[src/sv/gppt_pkg.sv]
// Shared types, codes and the fixed transition table of the phase decoder.
`default_nettype none

package gppt_pkg;

   // Phase codes.
   localparam logic [2:0] PH_IDLE         = 3'd0;
   localparam logic [2:0] PH_PREPARING    = 3'd1;
   localparam logic [2:0] PH_ANTICIPATING = 3'd2;
   localparam logic [2:0] PH_FORMING      = 3'd3;
   localparam logic [2:0] PH_HOLDING      = 3'd4;
   localparam logic [2:0] PH_RETURNING    = 3'd5;
   localparam logic [2:0] PH_DISSIPATING  = 3'd6;

   // Trigger codes.
   localparam logic [2:0] TR_START     = 3'd0;
   localparam logic [2:0] TR_ADVANCE   = 3'd1;
   localparam logic [2:0] TR_TIMEOUT   = 3'd2;
   localparam logic [2:0] TR_CANCEL    = 3'd3;
   localparam logic [2:0] TR_RETREAT   = 3'd4;
   localparam logic [2:0] TR_READY     = 3'd5;
   localparam logic [2:0] TR_MORPH     = 3'd6;
   localparam logic [2:0] TR_DISSIPATE = 3'd7;

   // Action codes.
   localparam logic [2:0] ACT_NONE      = 3'd0;
   localparam logic [2:0] ACT_BEGIN     = 3'd1;
   localparam logic [2:0] ACT_ENTER     = 3'd2;
   localparam logic [2:0] ACT_COMPLETE  = 3'd3;
   localparam logic [2:0] ACT_RETURN    = 3'd4;
   localparam logic [2:0] ACT_DISSIPATE = 3'd5;

   // Register indexes on the configuration port.
   localparam logic [2:0] REG_MANUAL    = 3'd0;
   localparam logic [2:0] REG_SKIP      = 3'd1;
   localparam logic [2:0] REG_FORM      = 3'd2;
   localparam logic [2:0] REG_HOLD      = 3'd3;
   localparam logic [2:0] REG_RETURN    = 3'd4;
   localparam logic [2:0] REG_DISSIPATE = 3'd5;

   localparam logic [15:0] MinTimeoutMs      = 16'd100;
   localparam logic [15:0] FormResetMs       = 16'd1000;
   localparam logic [15:0] ReturnResetMs     = 16'd1000;
   localparam logic [15:0] DissipateResetMs  = 16'd1000;

   // Guard kinds of the table rows.
   typedef enum logic [3:0] {
      G_ALWAYS, G_NOT_MANUAL, G_MANUAL, G_MASK_READY, G_MAN_AWAIT, G_AWAIT_AUTO,
      G_READY_AUTO, G_FORM_TO, G_HOLD_TO, G_RET_TO, G_DIS_TO, G_SKIP_CANCEL,
      G_NEED_RETURN, G_TARGETS, G_SKIP_FLAG
   } guard_type;

   typedef struct packed {
      logic [2:0] from_phase;
      logic [2:0] trig;
      guard_type  guard;
      logic [2:0] action;
      logic [2:0] to_phase;
      logic       clr;
   } row_type;

   // Condition flags worked out in the first stage.
   typedef struct packed {
      logic [2:0] phase;
      logic [2:0] trig;
      logic       man;
      logic       pend;
      logic       ready;
      logic       targets;
      logic       skip;
      logic       skip_flag;
      logic       form_to;
      logic       hold_to;
      logic       ret_to;
      logic       dis_to;
   } flags_type;

   localparam int RowCount = 37;

   // Rows in priority order: the first match wins.
   localparam row_type RowTable [RowCount] = '{
      '{PH_IDLE, TR_START, G_NOT_MANUAL, ACT_BEGIN, PH_ANTICIPATING, 1'b0},
      '{PH_IDLE, TR_START, G_MANUAL, ACT_BEGIN, PH_FORMING, 1'b0},
      '{PH_IDLE, TR_ADVANCE, G_NOT_MANUAL, ACT_BEGIN, PH_ANTICIPATING, 1'b0},
      '{PH_IDLE, TR_ADVANCE, G_MANUAL, ACT_BEGIN, PH_FORMING, 1'b0},
      '{PH_PREPARING, TR_TIMEOUT, G_NOT_MANUAL, ACT_ENTER, PH_ANTICIPATING, 1'b0},
      '{PH_PREPARING, TR_ADVANCE, G_MAN_AWAIT, ACT_NONE, PH_PREPARING, 1'b0},
      '{PH_PREPARING, TR_ADVANCE, G_MASK_READY, ACT_ENTER, PH_FORMING, 1'b1},
      '{PH_PREPARING, TR_CANCEL, G_SKIP_CANCEL, ACT_COMPLETE, PH_IDLE, 1'b0},
      '{PH_PREPARING, TR_RETREAT, G_ALWAYS, ACT_COMPLETE, PH_IDLE, 1'b0},
      '{PH_ANTICIPATING, TR_ADVANCE, G_AWAIT_AUTO, ACT_NONE, PH_ANTICIPATING, 1'b0},
      '{PH_ANTICIPATING, TR_ADVANCE, G_MASK_READY, ACT_ENTER, PH_FORMING, 1'b1},
      '{PH_ANTICIPATING, TR_READY, G_READY_AUTO, ACT_ENTER, PH_FORMING, 1'b1},
      '{PH_ANTICIPATING, TR_CANCEL, G_SKIP_CANCEL, ACT_COMPLETE, PH_IDLE, 1'b0},
      '{PH_ANTICIPATING, TR_RETREAT, G_ALWAYS, ACT_COMPLETE, PH_IDLE, 1'b0},
      '{PH_FORMING, TR_ADVANCE, G_ALWAYS, ACT_ENTER, PH_HOLDING, 1'b0},
      '{PH_FORMING, TR_TIMEOUT, G_FORM_TO, ACT_ENTER, PH_HOLDING, 1'b0},
      '{PH_FORMING, TR_RETREAT, G_MANUAL, ACT_COMPLETE, PH_IDLE, 1'b0},
      '{PH_FORMING, TR_RETREAT, G_NOT_MANUAL, ACT_ENTER, PH_ANTICIPATING, 1'b0},
      '{PH_HOLDING, TR_ADVANCE, G_ALWAYS, ACT_RETURN, PH_RETURNING, 1'b0},
      '{PH_HOLDING, TR_TIMEOUT, G_HOLD_TO, ACT_RETURN, PH_RETURNING, 1'b0},
      '{PH_HOLDING, TR_MORPH, G_TARGETS, ACT_ENTER, PH_FORMING, 1'b1},
      '{PH_HOLDING, TR_RETREAT, G_ALWAYS, ACT_ENTER, PH_FORMING, 1'b0},
      '{PH_HOLDING, TR_CANCEL, G_NEED_RETURN, ACT_RETURN, PH_RETURNING, 1'b0},
      '{PH_RETURNING, TR_ADVANCE, G_ALWAYS, ACT_COMPLETE, PH_IDLE, 1'b0},
      '{PH_RETURNING, TR_TIMEOUT, G_RET_TO, ACT_COMPLETE, PH_IDLE, 1'b0},
      '{PH_RETURNING, TR_RETREAT, G_ALWAYS, ACT_ENTER, PH_HOLDING, 1'b0},
      '{PH_RETURNING, TR_DISSIPATE, G_ALWAYS, ACT_DISSIPATE, PH_DISSIPATING, 1'b0},
      '{PH_DISSIPATING, TR_ADVANCE, G_ALWAYS, ACT_COMPLETE, PH_IDLE, 1'b0},
      '{PH_DISSIPATING, TR_TIMEOUT, G_DIS_TO, ACT_COMPLETE, PH_IDLE, 1'b0},
      '{PH_DISSIPATING, TR_RETREAT, G_ALWAYS, ACT_ENTER, PH_HOLDING, 1'b0},
      '{PH_FORMING, TR_CANCEL, G_SKIP_FLAG, ACT_COMPLETE, PH_IDLE, 1'b0},
      '{PH_HOLDING, TR_CANCEL, G_SKIP_FLAG, ACT_COMPLETE, PH_IDLE, 1'b0},
      '{PH_RETURNING, TR_CANCEL, G_SKIP_FLAG, ACT_COMPLETE, PH_IDLE, 1'b0},
      '{PH_DISSIPATING, TR_CANCEL, G_SKIP_FLAG, ACT_COMPLETE, PH_IDLE, 1'b0},
      '{PH_FORMING, TR_CANCEL, G_NEED_RETURN, ACT_RETURN, PH_RETURNING, 1'b0},
      '{PH_RETURNING, TR_CANCEL, G_NEED_RETURN, ACT_RETURN, PH_RETURNING, 1'b0},
      '{PH_DISSIPATING, TR_CANCEL, G_NEED_RETURN, ACT_COMPLETE, PH_IDLE, 1'b0}
   };

   // Duration with the minimum timeout applied.
   function automatic logic [15:0] floor_ms(input logic [15:0] dur);
      floor_ms = (dur < MinTimeoutMs) ? MinTimeoutMs : dur;
   endfunction

   // Evaluates one guard kind against the precomputed flags.
   function automatic logic guard_holds(input guard_type g, input flags_type f);
      logic res;
      res = 1'b0;
      case (g)
         G_ALWAYS:      res = 1'b1;
         G_NOT_MANUAL:  res = !f.man;
         G_MANUAL:      res = f.man;
         G_MASK_READY:  res = f.ready;
         G_MAN_AWAIT:   res = f.man && f.pend;
         G_AWAIT_AUTO:  res = f.pend && !f.man;
         G_READY_AUTO:  res = !f.man && f.ready;
         G_FORM_TO:     res = !f.man && f.form_to;
         G_HOLD_TO:     res = !f.man && f.hold_to;
         G_RET_TO:      res = f.ret_to;
         G_DIS_TO:      res = !f.man && f.dis_to;
         G_SKIP_CANCEL: res = f.skip;
         G_NEED_RETURN: res = !f.skip;
         G_TARGETS:     res = f.targets;
         G_SKIP_FLAG:   res = f.skip_flag;
         default:       res = 1'b0;
      endcase
      guard_holds = res;
   endfunction

endpackage

`default_nettype wire

[src/sv/gppt_rows.sv]
// Second pipeline stage: matches every table row against the flags of one beat.
`default_nettype none

module gppt_rows (
   input  wire logic                          clock,
   input  wire logic                          reset,
   input  wire logic                          s1_valid,
   input  wire gppt_pkg::flags_type           s1_flags,
   output logic                               s2_valid,
   output logic [gppt_pkg::RowCount-1:0]      s2_match
);
   import gppt_pkg::*;

   logic                s2_valid_ff;
   logic [RowCount-1:0] s2_match_ff;
   logic [RowCount-1:0] s2_match_in;

   // One match bit per row: phase, trigger and guard all agree.
   always_comb begin
      for (int r = 0; r < RowCount; r++) begin
         s2_match_in[r] = (RowTable[r].from_phase == s1_flags.phase) &&
                          (RowTable[r].trig == s1_flags.trig) &&
                          guard_holds(RowTable[r].guard, s1_flags);
      end
   end

   // Stage register; the valid bit travels with the match vector.
   always_ff @(posedge clock) begin
      if (reset) begin
         s2_valid_ff <= 1'b0;
      end else begin
         s2_valid_ff <= s1_valid;
      end
      s2_match_ff <= s2_match_in;
   end

   assign s2_valid = s2_valid_ff;
   assign s2_match = s2_match_ff;

endmodule

`default_nettype wire

[src/sv/guarded_pattern_phase_transition.sv]
// Top level of the guarded phase transition decoder with its register file.
//
//   Channel   Ports                                   Handshake
//   request   start, busy, req_*                      beat taken when start && !busy
//   response  rsp_valid, rsp_*                        one-cycle strobe, never held off
//   config    psel, penable, pwrite, paddr, pwdata,   APB write, pready tied high
//             prdata, pready
//
// Each beat passes three register stages (flags, row match, priority pick). Its result
// shows on rsp_valid once the priority pick register has captured it. A new beat may be
// taken every cycle and busy stays low. Reset clears the stage valid bits and loads the
// register defaults. Since the receiver cannot stall, the pipeline never stops.
`default_nettype none

module guarded_pattern_phase_transition (
   input  wire logic        clock,
   input  wire logic        reset,
   input  wire logic        start,
   output logic             busy,
   input  wire logic [2:0]  req_current_phase,
   input  wire logic [2:0]  req_trigger_kind,
   input  wire logic        req_mask_pending,
   input  wire logic [15:0] req_target_count,
   input  wire logic [15:0] req_elapsed_ms,
   output logic             rsp_valid,
   output logic             rsp_handled,
   output logic [2:0]       rsp_action_code,
   output logic [2:0]       rsp_next_phase,
   output logic             rsp_clear_start_log,
   input  wire logic        psel,
   input  wire logic        penable,
   input  wire logic        pwrite,
   input  wire logic [4:0]  paddr,
   input  wire logic [31:0] pwdata,
   output logic [31:0]      prdata,
   output logic             pready
);
   import gppt_pkg::*;

   logic        manual_ff;
   logic        skip_ff;
   logic [15:0] form_ff;
   logic [15:0] hold_ff;
   logic [15:0] return_ff;
   logic [15:0] dissipate_ff;
   logic        csr_write;
   logic [2:0]  csr_index;

   logic        accept;
   flags_type   s1_flags_in;
   flags_type   s1_flags_ff;
   logic        s1_valid_ff;

   logic                s2_valid;
   logic [RowCount-1:0] s2_match;

   logic        rsp_valid_ff;
   logic        rsp_handled_ff;
   logic        rsp_handled_in;
   logic [2:0]  rsp_action_ff;
   logic [2:0]  rsp_action_in;
   logic [2:0]  rsp_next_ff;
   logic [2:0]  rsp_next_in;
   logic        rsp_clear_ff;
   logic        rsp_clear_in;

   // Register file: write on the access cycle, reads are plain muxing.
   assign pready    = 1'b1;
   assign csr_write = psel && penable && pwrite && pready;
   assign csr_index = paddr[4:2];

   always_ff @(posedge clock) begin
      if (reset) begin
         manual_ff    <= 1'b0;
         skip_ff      <= 1'b0;
         form_ff      <= FormResetMs;
         hold_ff      <= 16'd0;
         return_ff    <= ReturnResetMs;
         dissipate_ff <= DissipateResetMs;
      end else if (csr_write) begin
         unique case (csr_index)
            REG_MANUAL:    manual_ff    <= pwdata[0];
            REG_SKIP:      skip_ff      <= pwdata[0];
            REG_FORM:      form_ff      <= pwdata[15:0];
            REG_HOLD:      hold_ff      <= pwdata[15:0];
            REG_RETURN:    return_ff    <= pwdata[15:0];
            REG_DISSIPATE: dissipate_ff <= pwdata[15:0];
            default: ;
         endcase
      end
   end

   always_comb begin
      unique case (csr_index)
         REG_MANUAL:    prdata = {31'd0, manual_ff};
         REG_SKIP:      prdata = {31'd0, skip_ff};
         REG_FORM:      prdata = {16'd0, form_ff};
         REG_HOLD:      prdata = {16'd0, hold_ff};
         REG_RETURN:    prdata = {16'd0, return_ff};
         REG_DISSIPATE: prdata = {16'd0, dissipate_ff};
         default:       prdata = 32'd0;
      endcase
   end

   // The pipeline never backs up, so a beat is taken whenever start is high.
   assign busy   = 1'b0;
   assign accept = start && !busy;

   // Stage one: the timing compares and the other guard conditions.
   always_comb begin
      s1_flags_in.phase     = req_current_phase;
      s1_flags_in.trig      = req_trigger_kind;
      s1_flags_in.man       = manual_ff;
      s1_flags_in.pend      = req_mask_pending;
      s1_flags_in.targets   = (req_target_count != 16'd0);
      s1_flags_in.ready     = !req_mask_pending && (req_target_count != 16'd0);
      s1_flags_in.skip_flag = skip_ff;
      s1_flags_in.skip      = skip_ff || (req_current_phase == PH_ANTICIPATING) ||
                              (req_current_phase == PH_PREPARING);
      s1_flags_in.form_to   = (req_elapsed_ms >= floor_ms(form_ff));
      s1_flags_in.hold_to   = (hold_ff != 16'd0) && (req_elapsed_ms >= hold_ff);
      s1_flags_in.ret_to    = (req_elapsed_ms >= floor_ms(return_ff));
      s1_flags_in.dis_to    = (req_elapsed_ms >= floor_ms(dissipate_ff));
   end

   always_ff @(posedge clock) begin
      if (reset) begin
         s1_valid_ff <= 1'b0;
      end else begin
         s1_valid_ff <= accept;
      end
      s1_flags_ff <= s1_flags_in;
   end

   // Stage two: row matching.
   gppt_rows u_rows (
      .clock    (clock),
      .reset    (reset),
      .s1_valid (s1_valid_ff),
      .s1_flags (s1_flags_ff),
      .s2_valid (s2_valid),
      .s2_match (s2_match)
   );

   // Stage three: the lowest matching row wins; no match gives all zeros.
   always_comb begin
      rsp_handled_in = 1'b0;
      rsp_action_in  = ACT_NONE;
      rsp_next_in    = PH_IDLE;
      rsp_clear_in   = 1'b0;
      for (int r = RowCount - 1; r >= 0; r--) begin
         if (s2_match[r]) begin
            rsp_handled_in = 1'b1;
            rsp_action_in  = RowTable[r].action;
            rsp_next_in    = RowTable[r].to_phase;
            rsp_clear_in   = RowTable[r].clr;
         end
      end
   end

   always_ff @(posedge clock) begin
      if (reset) begin
         rsp_valid_ff <= 1'b0;
      end else begin
         rsp_valid_ff <= s2_valid;
      end
      rsp_handled_ff <= rsp_handled_in;
      rsp_action_ff  <= rsp_action_in;
      rsp_next_ff    <= rsp_next_in;
      rsp_clear_ff   <= rsp_clear_in;
   end

   assign rsp_valid           = rsp_valid_ff;
   assign rsp_handled         = rsp_handled_ff;
   assign rsp_action_code     = rsp_action_ff;
   assign rsp_next_phase      = rsp_next_ff;
   assign rsp_clear_start_log = rsp_clear_ff;

endmodule

`default_nettype wire
[config.mk]
export PLATFORM = sky130hd
export DESIGN_NAME = guarded_pattern_phase_transition
export DESIGN_NICKNAME = d
export VERILOG_FILES = /design/src/sv/gppt_pkg.sv /design/src/sv/gppt_rows.sv /design/src/sv/guarded_pattern_phase_transition.sv
export SDC_FILE = /design/constraint.sdc
export NUM_CORES = 1
export LEC_CHECK = 0
export BUFFER_PORTS_ARGS = -buffer_cell sky130_fd_sc_hd__buf_2
export CELL_PAD_IN_SITES_DETAIL_PLACEMENT = 1
export CELL_PAD_IN_SITES_GLOBAL_PLACEMENT = 1
export CORE_ASPECT_RATIO = 0.8
export CORE_UTILIZATION = 45
export CTS_BUF_LIST = sky130_fd_sc_hd__clkbuf_16
export DETAILED_ROUTE_END_ITERATION = 10
export PLACE_DENSITY = 0.89
export RECOVER_POWER = 50
export REMOVE_ABC_BUFFERS = 1
export SYNTH_ARGS = -nofsm -noshare
export SYNTH_HDL_FRONTEND = slang
export SYNTH_SLANG_ARGS = --single-unit
[constraint.sdc]
create_clock -name clock -period 5.6 [get_ports clock]
set_input_delay 1.12 -clock clock [delete_from_list [all_inputs] [get_ports clock]]
set_output_delay 1.12 -clock clock [all_outputs]
set_load 0.01 [all_outputs]
# Word level (Yosys, flattened, before mapping)
# Cells that the tools add are included.
[word_totals]
out_inout_bits = 43
input_bits = 82
reg_bits = 130
[classes]
reduce_logical = 87
n_mux = 88
n_eq_ne = 20
order_cmp = 7
[ops]
columns = ["op", "count"]
rows = [
  ["two-way mux 3 bit", 40],
  ["case mux 16 bit (6 select lines)", 1],
  ["logical AND 1 bit", 65],
  [">= comparator 16 bit", 4],
  ["< comparator 16 x 7 -> 1 bit (second input constant)", 3],
  ["two-way mux 16 bit", 3],
  ["two-way mux 2 bit", 24],
  ["OR reduction 36 bit", 1],
  ["nonzero test 16 bit", 2],
  ["== test 3 bit (first input constant)", 7],
  ["two-way mux 1 bit", 20],
  ["OR reduction 18 bit", 1],
  ["OR reduction 14 bit", 1],
  ["== test 2 x 3 -> 1 bit (first input constant)", 4],
  ["AND reduction 2 bit", 6],
  ["== test 3 x 2 -> 1 bit (second input constant)", 3],
  ["logical NOT 3 bit", 3],
  ["== test 1 x 3 -> 1 bit (first input constant)", 2],
  ["== test 3 x 1 -> 1 bit (second input constant)", 2],
  ["== test 3 bit (second input constant)", 2],
  ["OR reduction 6 bit", 1],
  ["OR reduction 5 bit", 1],
  ["OR reduction 4 bit", 1],
  ["logical NOT 1 bit", 3],
  ["logical OR 1 bit", 2],
]

# Longest topological paths before layout
[logic_depth]
ltp_word = 35
ltp_mapped = 10
ltp_nobuf = 10

# Modules after synthesis
# A second synthesis with hierarchy kept.
[hier_totals]
hier_cells = 815
hier_area_um2 = 6872.8
[by_module_without_submodules]
columns = ["mod", "area_each_um2", "cells_each", "instances"]
rows = [
  ["guarded_pattern_phase_transition", 5644.2, 705, 1],
  ["gppt_rows", 1228.7, 110, 1],
]

# Worst setup path after synthesis
# Ideal clock, no wire load.
[synth_timing]
path_kind = "input-to-output"
from = "in paddr[2]"
to = "out prdata[10]"
cell_stages = 4
t_arrival_ns = 2.095
path_slack_ns = 2.385
path_buffers = 2
required_ns = 4.480
cell_sequence = "buf_1 > buf_2 > mux2i_1 > o22ai_1"
[synth_via]
elab_chain_len = 2
[synth_rtl]
columns = ["element", "line", "source"]
rows = [
  ["start: declaration", "guarded_pattern_phase_transition.sv:33", "input wire logic [4:0] paddr,"],
  ["== test 3 bit (tied with other cells)", "guarded_pattern_phase_transition.sv:94", "unique case (csr_index)"],
  ["case mux 16 bit (6 select lines) *", "guarded_pattern_phase_transition.sv:94", ""],
  ["end: declaration", "guarded_pattern_phase_transition.sv:35", "output logic [31:0] prdata,"],
]
# Every way passes the cells marked *; elsewhere a longest branch is shown, timed or not.

# Worst setup path in the final report
[layout_timing]
from = "in paddr[2]"
to = "out prdata[8]"
# The elaborated chain is that of the path after synthesis.

==> results.md <==
- Most area-hungry cell type in the Yosys netlist: sky130_fd_sc_hd__dfxtp_1
- Syn Std Cell Area: 6766 um2
- Die area: 15530 um2
- Peak clock frequency supported by timing: 262.3 MHz
- Global-route usage over all layers: 0.3028
- Fraction of synthesized area in multiplexers: 0.05030
- Register bit count reported by yosys: 130
- Final Hold Slack: 0.3838 ns
- Postcts setup bufs: 0
- Slew HR: -1.086
- Minimum setup slack after placement: 1.818 ns
- Static leakage: 0.003300 uW
- Hold Path End: s1_flags_ff[9]
- Remaining Overflow, GRT: 0
- Max clock buf depth: 2
- Register-to-register path setup slack: 2.64 ns
- Clock-pin slew of the registers on the worst-case setup and hold paths: 0.06 ns
- Net count reported at finish: 1048
- Sinks on Clock Net: 130
- Most frequently used cell type in the post-synthesis netlist: sky130_fd_sc_hd__nand2_1
- Critical R2R Capture: s1_flags_ff[0]
- Avg Cell Area, Syn: 8.232 um2
- Post-synth EDFFs: 0
- Number of inserted filler cells in the final layout: 1743
- Peak VDD IR: 225.1 uV
- Fraction of layout cells with a size suffix above 1: 0.1311
- Slew at the pin closest to its max-slew limit: 3.130 ns
- Primary FF master, synth: sky130_fd_sc_hd__dfxtp_1
- Outcome: finished, violations left
- Period utilisation layout: 0.6809
- Total negative setup slack: 0 ns
- Unrepaired setup endpoints after global routing: no
- H-tree Lvls: 4
- Via count of the routed design: 6486
- Leading cell types by count after synthesis: sky130_fd_sc_hd__nand2_1 (141), sky130_fd_sc_hd__dfxtp_1 (130), sky130_fd_sc_hd__a21oi_1 (74), sky130_fd_sc_hd__nor2_1 (70), sky130_fd_sc_hd__ha_1 (64)
- Placer congestion estimate: 0.8825
- Largest fanout of any net on the critical path: 24
- Failing checks: DRC, capacitance limit, slew limit
- Fraction of the yosys area taken by sequential cells: 0.3846
- Number of standard-cell rows in the floorplan: 39
- Wire length reported by the detailed router: 22630 um
- Clk Latency, worst-skew pair: 0.44 ns
- Final worst clock skew: 0.006937 ns
- Initial antenna violation count: 0
- Iteration count of the initial detailed-routing pass: 8
- Relative area change from synthesis to final layout: 16.27%
- Unique masters post-synth: 55
- Half-perimeter wire length after detailed placement: 15470 um
- Post-DR wirelength/cell: 20.59 um
- Worst path arrival time: 2.69 ns
- DRC violations left: 3
- Power Density: 296.3 nW/um2
- Length in cells of the worst reg-to-reg path: 10
- Number of global-route vias before repair: 6697
- Dominant cells by area after synthesis: sky130_fd_sc_hd__dfxtp_1 (38%), sky130_fd_sc_hd__ha_1 (12%), sky130_fd_sc_hd__nand2_1 (7.8%)
- Synth top area share: 0.3846
- Chip width: 139.1 um
- Total of cells resized after clock tree synthesis: 0
- Final Instance Count excl. Fillers: 1099
- Async SR Flop Fraction: 0
- Fraction of the mapped netlist area in compound gates: 0.1455
- Hold_buf cts: 0
- Hold Startpoint: manual_ff
- Violation count after the first detailed-route iteration: 361
- Core Box Area: 14490 um2
- Number of cells on the worst hold path: 0
- Endpoint type of the worst setup path: output pin
- Vias per inst: 5.902
- Number of cells produced by synthesis: 822
- Number of nets with antenna violations after routing: 0
- Cell chosen for the clock root: sky130_fd_sc_hd__clkbuf_16
- Maximum number of pins on one net before global-route repair: 70
- Effective utilization at floorplan: 0.4669
- DIE HEIGHT: 111.7 um
- CTS tree: built
- Number of cells in the design after placement: 1067
- Combinational family with the most area after synthesis: simple AND/OR/NAND/NOR gates
- Adder and majority gate portion of the synthesized area: 0.1183
- Number of violations of the max-capacitance limit: 1
- Share of the synthesized netlist area taken by xor and xnor gates: 0.001294
- Crit path setup slack, layout: 1.787 ns
- Finished Core Util: 0.5429
- Required @ worst endpoint: 4.48 ns
- Antenna diode count: 0
- Wire length of the first global-routing pass: 36130 um
- Startpoint kind of the worst setup timing path: input port
- Warning count from the yosys run: 0
- Simple-gate share of the synthesized area: 0.2298
- I/O pin cnt: 125
- Worst setup path class: input port to output pin
- Min Tclk post-route: 3.813 ns
- Final hold violation count: 0
- Worst min-delay path category: register to register
- Launch point of the worst reg-to-reg path: dissipate_ff[9]
- Number of buffers inserted during clock tree synthesis: 17
- Final setup violation count: 0
- Max-slew violation count: 70
- Port bufs: 88
metrics by stage:
step / cell area [um2] / power (uW)
after floorplan: 6570 / 1071
after global placement: 7281 / 1160
after detailed placement: 7281 / 1170
after CTS: 7894 / 2340
after global routing: 7868 / 2402
final: 7868 / 2331
logic make-up (layout without fill, tap and decap cells):
group	count (synthesis)	in the layout
buffers and inverters	104	181
xor gates and xnor gates	1	1
DFF	130	130
other	2	18
and+or+nand+nor	329	329
muxes	34	34
adders and majority gates	64	64
AOI/OAI and AO/OA	158	158
layout by cell type (no fill, tap or decap), drive strengths merged, types with 18 or more instances in the layout:
master / count
conb: 18
buf: 78
mux2i: 34
inv: 66
ha: 64
clkbuf: 32
nand2: 141
dfxtp: 130
nor4: 18
nor2: 70
a21oi: 74
nor3: 29
state kept, by name, indices dropped and copies added (netlist names):
signal and count:
dissipate_ff 16, form_ff 16, hold_ff 16, manual_ff 1, return_ff 16, rsp_action_code 3, rsp_clear_start_log 1, rsp_handled 1
rsp_next_phase 3, rsp_valid 1, s1_flags_ff 16, s1_valid_ff 1, skip_ff 1, u_rows.s2_match 37, u_rows.s2_valid 1
power breakdown:
part / switching [uW] / internal (uW)
clock network: 496 / 678
registers: 15.0 / 942
logic: 125 / 75.2
routing by layer:
metal,GRT usage,vias to the layer above,share of wire
met2,0.5330,225,0.50
met1,0.3636,3198,0.42
met5,0,-,0
met3,0.06065,41,0.061
met4,0.1185,0,0.020
li1,-,3022,-
critical path: stages:
cell	delay (ns)
sky130_fd_sc_hd__buf_2	0.53
sky130_fd_sc_hd__buf_4	0.44
sky130_fd_sc_hd__mux2i_1	0.26
sky130_fd_sc_hd__o22ai_1	0.12
sky130_fd_sc_hd__buf_2	0.21
worst max path at each step:
stage,start,to,slack [ns]
floorplan,paddr[4],prdata[0],2.63
global placement,paddr[2],prdata[8],1.86
detailed placement,paddr[2],prdata[8],1.82
CTS,paddr[2],prdata[8],1.82
global route,paddr[2],prdata[8],1.73
finish,paddr[2],prdata[8],1.79
layout make-up:
class / instances / area, um2 / area share
repair buffers: 93 / 456.7 / 0.05805
flip-flops and latches: 130 / 2603 / 0.3308
multi-input cells: 604 / 3755 / 0.4773
inverters: 56 / 210.2 / 0.02672
clock inverters: 15 / 187.7 / 0.02385
well taps: 184 / 230.2 / 0.02926
clock buffers: 17 / 425.4 / 0.05407
(Power assumes the default switching activity.)
